`src/sv/hpdd_pkg.sv`:
```
// ----------------------------------------------------------------------------
// hpdd_pkg: shared types, constants and helpers
// Register codes, angle constants and arithmetic helpers for the heading PID
// controller of a differential-drive vehicle.
// ----------------------------------------------------------------------------
package hpdd_pkg;

  // configuration register codes
  typedef enum logic [2:0] {
    REG_TARGET_HEADING = 3'd0,
    REG_GAIN_P         = 3'd1,
    REG_GAIN_I         = 3'd2,
    REG_GAIN_D         = 3'd3,
    REG_BASE_DUTY      = 3'd4,
    REG_DUTY_UPPER     = 3'd5,
    REG_DUTY_LOWER     = 3'd6,
    REG_REVERSE_MODE   = 3'd7
  } cfg_reg_t;

  // angle units are 1/16 degree
  localparam int FRAC_PER_DEG = 16;
  localparam int DEADBAND_DEG = 3;
  localparam int BAND         = DEADBAND_DEG * FRAC_PER_DEG;
  localparam int HALF_TURN    = 180 * FRAC_PER_DEG;
  localparam int FULL_TURN    = 360 * FRAC_PER_DEG;

  // integral saturation limits
  localparam logic signed [23:0] INT24_MAX = 24'sh7FFFFF;
  localparam logic signed [23:0] INT24_MIN = -24'sh800000;

  // correction = sum / 1000, magnitude limited to CORR_SAT, which already
  // lies past every clamp bound on both sides
  localparam int CORR_SAT = 2048;
  localparam longint DIV_SAT = 64'(CORR_SAT) * 64'd1000;
  // ceil(2^31 / 1000): exact floor division for magnitudes below 2^21
  localparam int RECIP_SHIFT = 31;
  localparam logic [21:0] RECIP = 22'd2147484;

  // reset values of the registers
  localparam logic signed [15:0] GAIN_P_RESET   = 16'sd1000;
  localparam logic [9:0]         BASE_DUTY_RESET  = 10'd50;
  localparam logic [9:0]         DUTY_UPPER_RESET = 10'd100;

  // divide by 16 truncating toward zero
  function automatic logic signed [10:0] trunc16(input logic signed [14:0] x);
    logic signed [14:0] adj;
    adj = x + (x[14] ? 15'sd15 : 15'sd0);
    return 11'(adj >>> 4);
  endfunction

  // upper clamp first, then lower clamp
  function automatic logic [9:0] clamp_duty(input logic signed [13:0] d,
                                            input logic [9:0] upper,
                                            input logic [9:0] lower);
    logic signed [13:0] t;
    t = d;
    if (t > $signed({4'b0000, upper})) t = $signed({4'b0000, upper});
    if (t < $signed({4'b0000, lower})) t = $signed({4'b0000, lower});
    return t[9:0];
  endfunction

endpackage

```
`src/sv/heading_pid_differential_drive_top.sv`:
```
// ----------------------------------------------------------------------------
// heading_pid_differential_drive_top: heading PID with wheel duty output
// Heading to m_tdata: input, pid, product, sum, magnitude, divide and duty registers.
// Throughput: one heading per cycle; the seven-stage valid/ready pipeline
// only holds when the output side stalls with every stage full.
// Headings whose error falls inside the deadband give no item.
// Reset (rst, synchronous) empties the pipeline, clears the integral and the
// previous error, and loads the register defaults.
// ----------------------------------------------------------------------------
module heading_pid_differential_drive_top (
  input  logic        clk,
  input  logic        rst,
  // configuration write port
  input  logic        cfg_wr_en,
  input  logic [2:0]  cfg_index,
  input  logic [15:0] cfg_data,
  // heading input
  input  logic        s_tvalid,
  output logic        s_tready,
  input  logic [15:0] s_tdata,   // [12:0] heading
  // duty output
  output logic        m_tvalid,
  input  logic        m_tready,
  output logic [23:0] m_tdata    // [9:0] left_duty, [19:10] right_duty, [20] drive_backward
);

  // configuration registers
  logic signed [12:0] target_heading;
  logic signed [15:0] gain_p;
  logic signed [15:0] gain_i;
  logic signed [15:0] gain_d;
  logic [9:0]         base_duty;
  logic [9:0]         duty_upper;
  logic [9:0]         duty_lower;
  logic               reverse_mode;

  // controller state
  logic signed [23:0] integral_sum;
  logic signed [13:0] last_error;

  // pipeline control
  logic [7:1] vld;
  logic [7:1] rdy;
  logic       load_state;

  // stage registers
  logic signed [12:0] heading_q;
  logic signed [8:0]  p_q;
  logic signed [23:0] i_q;
  logic signed [9:0]  d_q;
  logic signed [24:0] prod_p;
  logic signed [39:0] prod_i;
  logic signed [25:0] prod_d;
  logic signed [41:0] sum_q;
  logic [20:0]        mag_q;
  logic               neg5;
  logic               sat5;
  logic [11:0]        cmag_q;
  logic               neg6;
  logic [9:0]         left_q;
  logic [9:0]         right_q;
  logic               bwd_q;

  // stage 2 logic
  logic signed [14:0] diff;
  logic signed [14:0] err_wide;
  logic signed [13:0] err;
  logic               in_band;
  logic signed [10:0] p_full;
  logic signed [10:0] last_trunc;
  logic signed [24:0] i_wide;
  logic signed [23:0] i_sat;
  logic signed [14:0] err_delta;
  logic signed [10:0] d_full;

  // stage 5 / 6 / 7 logic
  logic [41:0]        abs_val;
  logic [42:0]        recip_prod;
  logic [11:0]        cmag_next;
  logic signed [13:0] corr;
  logic signed [13:0] base_s;
  logic signed [13:0] duty_plus;
  logic signed [13:0] duty_minus;

  // configuration writes
  always_ff @(posedge clk) begin
    if (rst) begin
      target_heading <= '0;
      gain_p         <= hpdd_pkg::GAIN_P_RESET;
      gain_i         <= '0;
      gain_d         <= '0;
      base_duty      <= hpdd_pkg::BASE_DUTY_RESET;
      duty_upper     <= hpdd_pkg::DUTY_UPPER_RESET;
      duty_lower     <= '0;
      reverse_mode   <= 1'b0;
    end else if (cfg_wr_en) begin
      unique case (hpdd_pkg::cfg_reg_t'(cfg_index))
        hpdd_pkg::REG_TARGET_HEADING: target_heading <= cfg_data[12:0];
        hpdd_pkg::REG_GAIN_P:         gain_p         <= cfg_data;
        hpdd_pkg::REG_GAIN_I:         gain_i         <= cfg_data;
        hpdd_pkg::REG_GAIN_D:         gain_d         <= cfg_data;
        hpdd_pkg::REG_BASE_DUTY:      base_duty      <= cfg_data[9:0];
        hpdd_pkg::REG_DUTY_UPPER:     duty_upper     <= cfg_data[9:0];
        hpdd_pkg::REG_DUTY_LOWER:     duty_lower     <= cfg_data[9:0];
        hpdd_pkg::REG_REVERSE_MODE:   reverse_mode   <= cfg_data[0];
      endcase
    end
  end

  // ready chain: a stage loads when empty or when its item moves on
  always_comb begin
    rdy[7] = !vld[7] || m_tready;
    rdy[6] = !vld[6] || rdy[7];
    rdy[5] = !vld[5] || rdy[6];
    rdy[4] = !vld[4] || rdy[5];
    rdy[3] = !vld[3] || rdy[4];
    rdy[2] = !vld[2] || rdy[3];
    rdy[1] = !vld[1] || rdy[2];
  end

  assign s_tready = rdy[1];
  assign m_tvalid = vld[7];
  assign m_tdata  = {3'b000, bwd_q, right_q, left_q};

  // valid bits
  always_ff @(posedge clk) begin
    if (rst) begin
      vld <= '0;
    end else begin
      if (rdy[1]) vld[1] <= s_tvalid;
      if (rdy[2]) vld[2] <= vld[1] && !in_band;
      if (rdy[3]) vld[3] <= vld[2];
      if (rdy[4]) vld[4] <= vld[3];
      if (rdy[5]) vld[5] <= vld[4];
      if (rdy[6]) vld[6] <= vld[5];
      if (rdy[7]) vld[7] <= vld[6];
    end
  end

  // stage 1: input register
  always_ff @(posedge clk) begin
    if (rdy[1]) heading_q <= s_tdata[12:0];
  end

  // stage 2: wrapped error, deadband and pid terms
  always_comb begin
    diff = 15'(target_heading) - 15'(heading_q);
    if (diff <= -15'(hpdd_pkg::HALF_TURN)) begin
      err_wide = diff + 15'(hpdd_pkg::FULL_TURN);
    end else if (diff >= 15'(hpdd_pkg::HALF_TURN)) begin
      err_wide = diff - 15'(hpdd_pkg::FULL_TURN);
    end else begin
      err_wide = diff;
    end
    err     = err_wide[13:0];
    in_band = (err <= 14'(hpdd_pkg::BAND)) && (err >= -14'(hpdd_pkg::BAND));

    p_full     = hpdd_pkg::trunc16(15'(err));
    last_trunc = hpdd_pkg::trunc16(15'(last_error));
    i_wide     = 25'(integral_sum) + 25'(last_trunc);
    if (i_wide > 25'(hpdd_pkg::INT24_MAX)) begin
      i_sat = hpdd_pkg::INT24_MAX;
    end else if (i_wide < 25'(hpdd_pkg::INT24_MIN)) begin
      i_sat = hpdd_pkg::INT24_MIN;
    end else begin
      i_sat = i_wide[23:0];
    end
    err_delta = 15'(err) - 15'(last_error);
    d_full    = hpdd_pkg::trunc16(err_delta);
  end

  assign load_state = rdy[2] && vld[1] && !in_band;

  // integral and previous error advance only for items outside the deadband
  always_ff @(posedge clk) begin
    if (rst) begin
      integral_sum <= '0;
      last_error   <= '0;
    end else if (load_state) begin
      integral_sum <= i_sat;
      last_error   <= err;
    end
  end

  always_ff @(posedge clk) begin
    if (rdy[2]) begin
      p_q <= p_full[8:0];
      i_q <= i_sat;
      d_q <= d_full[9:0];
    end
  end

  // stage 3: gain products
  always_ff @(posedge clk) begin
    if (rdy[3]) begin
      prod_p <= 25'(gain_p) * 25'(p_q);
      prod_i <= 40'(gain_i) * 40'(i_q);
      prod_d <= 26'(gain_d) * 26'(d_q);
    end
  end

  // stage 4: sum of terms
  always_ff @(posedge clk) begin
    if (rdy[4]) sum_q <= 42'(prod_p) + 42'(prod_i) + 42'(prod_d);
  end

  // stage 5: magnitude and saturation flag
  assign abs_val = sum_q[41] ? 42'(-sum_q) : 42'(sum_q);

  always_ff @(posedge clk) begin
    if (rdy[5]) begin
      mag_q <= abs_val[20:0];
      neg5  <= sum_q[41];
      sat5  <= (abs_val >= 42'(hpdd_pkg::DIV_SAT));
    end
  end

  // stage 6: divide magnitude by 1000 through the reciprocal
  assign recip_prod = 43'(mag_q) * 43'(hpdd_pkg::RECIP);
  assign cmag_next  = sat5 ? 12'(hpdd_pkg::CORR_SAT)
                           : {1'b0, recip_prod[hpdd_pkg::RECIP_SHIFT+10:hpdd_pkg::RECIP_SHIFT]};

  always_ff @(posedge clk) begin
    if (rdy[6]) begin
      cmag_q <= cmag_next;
      neg6   <= neg5;
    end
  end

  // stage 7: wheel duties and clamp
  always_comb begin
    corr       = neg6 ? -$signed({2'b00, cmag_q}) : $signed({2'b00, cmag_q});
    base_s     = $signed({4'b0000, base_duty});
    duty_plus  = base_s + corr;
    duty_minus = base_s - corr;
  end

  always_ff @(posedge clk) begin
    if (rdy[7]) begin
      if (reverse_mode) begin
        right_q <= hpdd_pkg::clamp_duty(duty_plus, duty_upper, duty_lower);
        left_q  <= hpdd_pkg::clamp_duty(duty_minus, duty_upper, duty_lower);
      end else begin
        right_q <= hpdd_pkg::clamp_duty(duty_minus, duty_upper, duty_lower);
        left_q  <= hpdd_pkg::clamp_duty(duty_plus, duty_upper, duty_lower);
      end
      bwd_q <= reverse_mode;
    end
  end

`ifndef NO_ASSERTIONS
  // state moves only when an item outside the deadband leaves stage 1
  a_state_hold: assert property (@(posedge clk) disable iff (rst)
    !load_state |=> $stable(integral_sum) && $stable(last_error))
    else $error("pid state changed without an item outside the deadband");

  // the stored error is either the reset value or outside the deadband
  a_last_error_band: assert property (@(posedge clk) disable iff (rst)
    (last_error == 14'sd0) || (last_error > 14'(hpdd_pkg::BAND))
      || (last_error < -14'(hpdd_pkg::BAND)))
    else $error("stored error lies inside the deadband");

  // correction magnitude never exceeds the saturation value
  a_corr_limit: assert property (@(posedge clk) disable iff (rst)
    vld[7:6] != 2'b00 |-> cmag_q <= 12'(hpdd_pkg::CORR_SAT))
    else $error("correction magnitude out of range");

  // the input side only stalls behind a stalled output item
  a_stall_cause: assert property (@(posedge clk) disable iff (rst)
    !s_tready |-> m_tvalid && !m_tready)
    else $error("input stalled without output back-pressure");
`endif

endmodule

```
`config.mk`:
```
export PLATFORM = sky130hd
export DESIGN_NAME = heading_pid_differential_drive_top
export DESIGN_NICKNAME = d
export VERILOG_FILES = /design/src/sv/hpdd_pkg.sv /design/src/sv/heading_pid_differential_drive_top.sv
export SDC_FILE = /design/constraint.sdc
export NUM_CORES = 2
export LEC_CHECK = 0
export BUFFER_PORTS_ARGS = -buffer_cell sky130_fd_sc_hd__buf_2
export CAP_MARGIN = 10
export CORE_ASPECT_RATIO = 1.25
export CORE_UTILIZATION = 33
export CTS_BUF_LIST = sky130_fd_sc_hd__clkbuf_4
export DETAILED_ROUTE_END_ITERATION = 8
export GPL_ROUTABILITY_DRIVEN = 0
export HOLD_SLACK_MARGIN = 0.05
export PLACE_DENSITY = 0.48
export SETUP_SLACK_MARGIN = 0.3
export SYNTH_ARGS = -nofsm -noshare
export SYNTH_HDL_FRONTEND = slang
export SYNTH_SLANG_ARGS = --single-unit
```
`constraint.sdc`:
```
create_clock -name clk -period 9.2 [get_ports clk]
set_input_delay 1.38 -clock clk [delete_from_list [all_inputs] [get_ports clk]]
set_output_delay 1.38 -clock clk [all_outputs]
set_load 0.02 [all_outputs]
```
Yosys cells after proc, flatten, opt, wreduce, memory -nomap -nowiden
Index checks and enable logic that the tools add are counted.
{"block": "op_classes", "multipliers": 4, "n_addsub": 14, "eq_ne": 7, "n_mux": 26, "n_lt_le_gt_ge": 13, "n_reduce_logical": 28}
{"cell": "$mux W14", "n": 13}
{"cell": "$mux W10", "n": 6}
{"cell": "$lt A14 B11 Y1", "n": 4}
{"cell": "$mux W24", "n": 2}
{"cell": "$add A41 B26 Y42", "n": 1}
{"cell": "$ge A42 B21 Y1 const B", "n": 1}
{"cell": "$mux W42", "n": 1}
{"cell": "$neg A42 Y42", "n": 1}
{"cell": "$add A25 B40 Y41", "n": 1}
{"cell": "$mul A16 B24 Y40", "n": 1}
{"cell": "$mul A21 B20 Y40 const B", "n": 1}
{"cell": "$gt A14 B11 Y1", "n": 2}
{"cell": "$mul A16 B10 Y26", "n": 1}
{"cell": "$add A24 B11 Y25", "n": 1}
{"cell": "$gt A25 B24 Y1 const B", "n": 1}
{"cell": "$lt A25 B24 Y1 const B", "n": 1}
{"cell": "$mul A16 B9 Y25", "n": 1}
{"cell": "$reduce_and A2 Y1", "n": 8}
{"cell": "$add A14 B5 Y15", "n": 1}
{"cell": "$sub A14 B14 Y15", "n": 1}
{"cell": "$add A11 B14 Y14", "n": 1}
{"cell": "$add A14 B14 Y14 const B", "n": 1}
{"cell": "$add A14 B5 Y14", "n": 1}
{"cell": "$ge A14 B13 Y1 const B", "n": 1}
{"cell": "other kinds (17)", "n": 39}
{"block": "word_totals", "wordCells": 126, "input_bits": 40, "output_inout_bits": 26, "reg_bits": 383}

Depth between registers and ports, before layout
{"block": "depth", "ltp_word": 10, "depth_mapped": 35, "ltp_nobuf": 33}

Worst setup path after synthesis
Ideal clock, no wire load.
{"block": "synth_path", "kind": "register to register", "start": "register gain_i[6]", "end": "register prod_i[39], data pin", "synth_period_minus_slack_ns": 7.185, "t_arrival_ns": 6.919, "required_ns": 8.934, "stages_incl_launch_ff": 28, "n_path_buf": 2, "setup_ns": 0.266, "slack_ns": 2.015, "cell_sequence": "dfxtp_1 -> clkbuf_1 -> clkbuf_1 -> nand2_1 -> fa_1 -> inv_1 -> fa_1 -> inv_1 -> fa_1 -> inv_1 -> fa_1 -> inv_1 -> fa_1 -> inv_1 -> fa_1 -> ha_1 -> o21a_1 -> nor2_1 -> or4b_2 -> a21oi_1 -> o21ai_0 -> a31oi_1 -> a41oi_1 -> a2111oi_0 -> o21a_1 -> o21a_1 -> o41ai_1 -> xnor2_1"}
{"block": "synth_via", "elab_chain_cells": 1}
{"element": "start: declaration", "line": "heading_pid_differential_drive_top.sv:30", "text": "logic signed [15:0] gain_i;"}
{"element": "start signal: assignment", "line": "heading_pid_differential_drive_top.sv:100", "text": "hpdd_pkg::REG_GAIN_I: gain_i <= cfg_data;"}
{"element": "$mul A16 B24 Y40", "line": "heading_pid_differential_drive_top.sv:197", "text": "prod_i <= 40'(gain_i) * 40'(i_q);"}
{"element": "end signal: assignment", "line": "heading_pid_differential_drive_top.sv:197"}
{"element": "end: declaration", "line": "heading_pid_differential_drive_top.sv:52", "text": "logic signed [39:0] prod_i;"}
Every way passes these cells.
A chain may end at the register's enable or synchronous reset.

Worst setup path in the final report
Same ends and word-level chain as after synthesis.

==> flow_summary.json <==
{
  "clock-sinks": 383,
  "finalCritPeriodShare_pct": 91.0,
  "wl_per_cell_um": 17.6,
  "placed_area_mm2": 0.0544,
  "yosysSeqAreaShare_pct": 19.5,
  "clk_pin_slew_worst_paths_ns": 0.07,
  "fin_skew_ns": 0.0986,
  "min_path_cells": 0,
  "setup.worst_path.start": "gain_i[6]$_SDFFE_PP0P_",
  "r2r-start": "gain_i[6]$_SDFFE_PP0P_",
  "antenna_found_initial": 10,
  "drt-pass1-iter-count": 5,
  "cp-start-kind": "flip-flop",
  "final_area_mm2": 0.0558,
  "root_buffer": "clkbuf_4",
  "vias": 37000,
  "clk_path_buf_depth": 3,
  "final-hold-violation-count": 0,
  "hpwlAfterDp_mm": 109,
  "ctsResizeCount": 0,
  "tns_ns": 0,
  "synth_top_area_share_pct": 29.7,
  "clock_latency_ns": 1.04,
  "criticalPathCategory": "flip-flop to flip-flop",
  "cpPeakStageDelay_ns": 0.72,
  "portBuffers": 59,
  "synth.area.top_cells": "fa_1 (30%), edfxtp_1 (14%), ha_1 (13%), inv_1 (7.0%), dfxtp_1 (5.3%)",
  "cp_data_arrival_time_ns": 9.08,
  "tightestPinTransition_ns": 1.10,
  "path_cells": "buf_4 > nand2_1 > fa_1 > inv_1 > fa_1 > inv_1 > fa_1 > fa_1 > fa_1 > inv_1 > fa_1 > ha_1 > o21a_1 > nor2_1 > or4b_2 > a21oi_1 > o21ai_0 > a31oi_1 > a41oi_1 > a2111oi_0 > o21a_1 > o21a_1 > o41ai_1 > xnor2_1",
  "cp.required_ns": 9.91,
  "grt.busiest_layer": "met2",
  "core_mm2": 0.156,
  "cp-end-kind": "flip-flop",
  "crit_slowest_cell": "or4b_2",
  "holdCritStartpoint": "neg5$_DFFE_PP_",
  "ys_seq_elements": 383,
  "crit_path_frequent_cell": "fa_1",
  "use_met1_pct": 21.6,
  "setup_violations": 0,
  "grt_pass1_wl_mm": 219,
  "nFillCells": 16000,
  "grt_overflow": 0,
  "ys_warn_count": 0,
  "via_per_inst": 4.83,
  "die_h_um": 445,
  "rsz0062_at_grt": "no",
  "htreeDepth": 3,
  "worst-path-max-fanout": 14,
  "cts_buffers": 106,
  "first_global_vias": 39800,
  "drv_cap": 0,
  "synth.avg_cell_area_um2": 9.43,
  "postRouteAntennaNets": 0,
  "worst-r2r-cell-count": 24,
  "grt_usage_pct": 17.7,
  "post_cts_buffers": 0,
  "max_slew_margin_pct": 26.4,
  "syn-cell-area_mm2": 0.0519,
  "fin_nets": 6879,
  "area_growth_pct": 7.60,
  "core.rowCount": 162,
  "drive_gt1_share_pct": 5.61,
  "die_w_um": 357,
  "synth_cell_types": 89,
  "wirelength_mm": 135,
  "holdCritPathClass": "flip-flop to flip-flop",
  "status": "finished, final reports clean",
  "met3_usage_pct": 1.78,
  "grt_max_degree": 78,
  "cts_tree": "done",
  "ioPinCount": 66,
  "drt_iter0_markers": 1653,
  "route.detailed.drc": 0,
  "async_flop_share_pct": 0,
  "dieArea_mm2": 0.159,
  "synth_edf_count": 246,
  "syn-instance-count": 5498,
  "postCtsHoldBufs": 0,
  "layout_min_cycle_time_ns": 8.38,
  "ys.flop_type": "edfxtp_1",
  "grt_util_met2_pct": 32.6,
  "start_util_pct": 33.3,
  "slew_viol_final": 0,
  "yosys.area.top_type": "fa_1",
  "fmax_mhz": 119
}
-- Yosys cell counts (51+ instances only) --
| cell | instances |
|---|---|
| and2_1 | 281 |
| dfxtp_1 | 137 |
| nor2_1 | 193 |
| xor2_1 | 51 |
| nand2_1 | 671 |
| clkbuf_1 | 178 |
| inv_1 | 974 |
| nand3_1 | 83 |
| a21oi_1 | 295 |
| o21ai_0 | 144 |
| xnor2_1 | 193 |
| a21o_1 | 67 |
| edfxtp_1 | 246 |
| nand2b_1 | 79 |
| ha_1 | 547 |
| nor3_1 | 73 |
| fa_1 | 769 |
-- worst max-delay path: cells and delay by family (launching register included) --
kind,cells,cell delay [ns]
flip-flops,1,0.67
AND/OR/NAND/NOR,3,0.88
XOR/XNOR,1,0.15
adder cells (fa/ha/maj),7,3.49
buffers and inverters,4,0.50
AO/OA/AOI/OAI,9,2.35
-- area by class of cell --
class / count / area (um^2) / share of cell area [%]
repair buffers: 111 / 688 / 1.23
clock buffers: 149 / 1120 / 2.00
clock inverters: 47 / 317 / 0.567
inverters: 975 / 3660 / 6.56
multi-input cells: 3946 / 37300 / 66.9
flip-flops and latches: 383 / 10100 / 18.2
well taps: 2050 / 2560 / 4.60
diodes: 3 / 7.51 / 0.0135
-- cells in the final DEF, fill, tap and decap left out, types with 12 or more instances in the layout --
cell type  Yosys  final
inv_1        974    972
fa_1         769    769
nand2_1      671    670
ha_1         547    547
a21oi_1      295    295
and2_1       281    281
edfxtp_1     246    246
xnor2_1      193    193
nor2_1       193    192
clkbuf_4       0    149
o21ai_0      144    144
dfxtp_1      137    137
nand3_1       83     83
nand2b_1      79     79
nor3_1        73     73
a21o_1        67     67
buf_2          5     58
buf_4          5     53
xor2_1        51     51
mux2i_1       47     47
nor2b_1       36     36
o21a_1        37     36
clkinv_1       1     32
o21bai_1      30     30
and3_1        25     25
nand4_1       23     23
or3_1         23     23
a31oi_1       22     22
o31ai_1       18     18
or4_1         16     16
a211oi_1      15     15
nor4_1        14     14
o31a_1        12     12
-- path summary, 6_finish.rpt --
path	to	slack [ns]
hold reg to reg	neg6$_DFFE_PP_	0.43
setup reg to reg	prod_i[39]$_DFFE_PP_	0.82
hold / removal	neg6$_DFFE_PP_	0.43
setup / recovery	prod_i[39]$_DFFE_PP_	0.82
-- through the flow --
stage	utilization (%)	hold WS [ns]	cells	setup slack, ns
after floorplan	-	0.400	5500	2.01
after global placement	34.9	0.401	7465	0.909
after detailed placement	34.9	0.405	7465	0.864
after CTS	35.8	0.366	7661	0.788
after global routing	35.8	0.427	7663	0.421
final	35.8	0.431	7664	0.825
-- layer usage --
metal | up-vias | wire, um
met5 | - | 13
met4 | 2 | 2870
met3 | 160 | 3610
met2 | 461 | 70000
met1 | 18500 | 58100
li1 | 17800 | -
-- state kept, by name (all words and copies together) (netlist names), 21 cells and up --
name          cells
prod_i           40
prod_p           25
integral_sum     24
prod_d           26
i_q              24
sum_q            42
mag_q            21
-- logic make-up after synthesis --
group	count (synthesis)	synth area share, %
other	1	0.00723
and+or+nand+nor	1559	14.5
muxes	53	1.07
AOI/OAI and AO/OA	769	9.31
xor gates and xnor gates	245	4.15
DFF	383	19.5
adders and majority gates	1317	42.9
buffers and inverters	1171	8.57
Power is left out: the tool's default activity adds up to more than one toggle a clock period on the data nets, which glitch-free logic cannot reach.
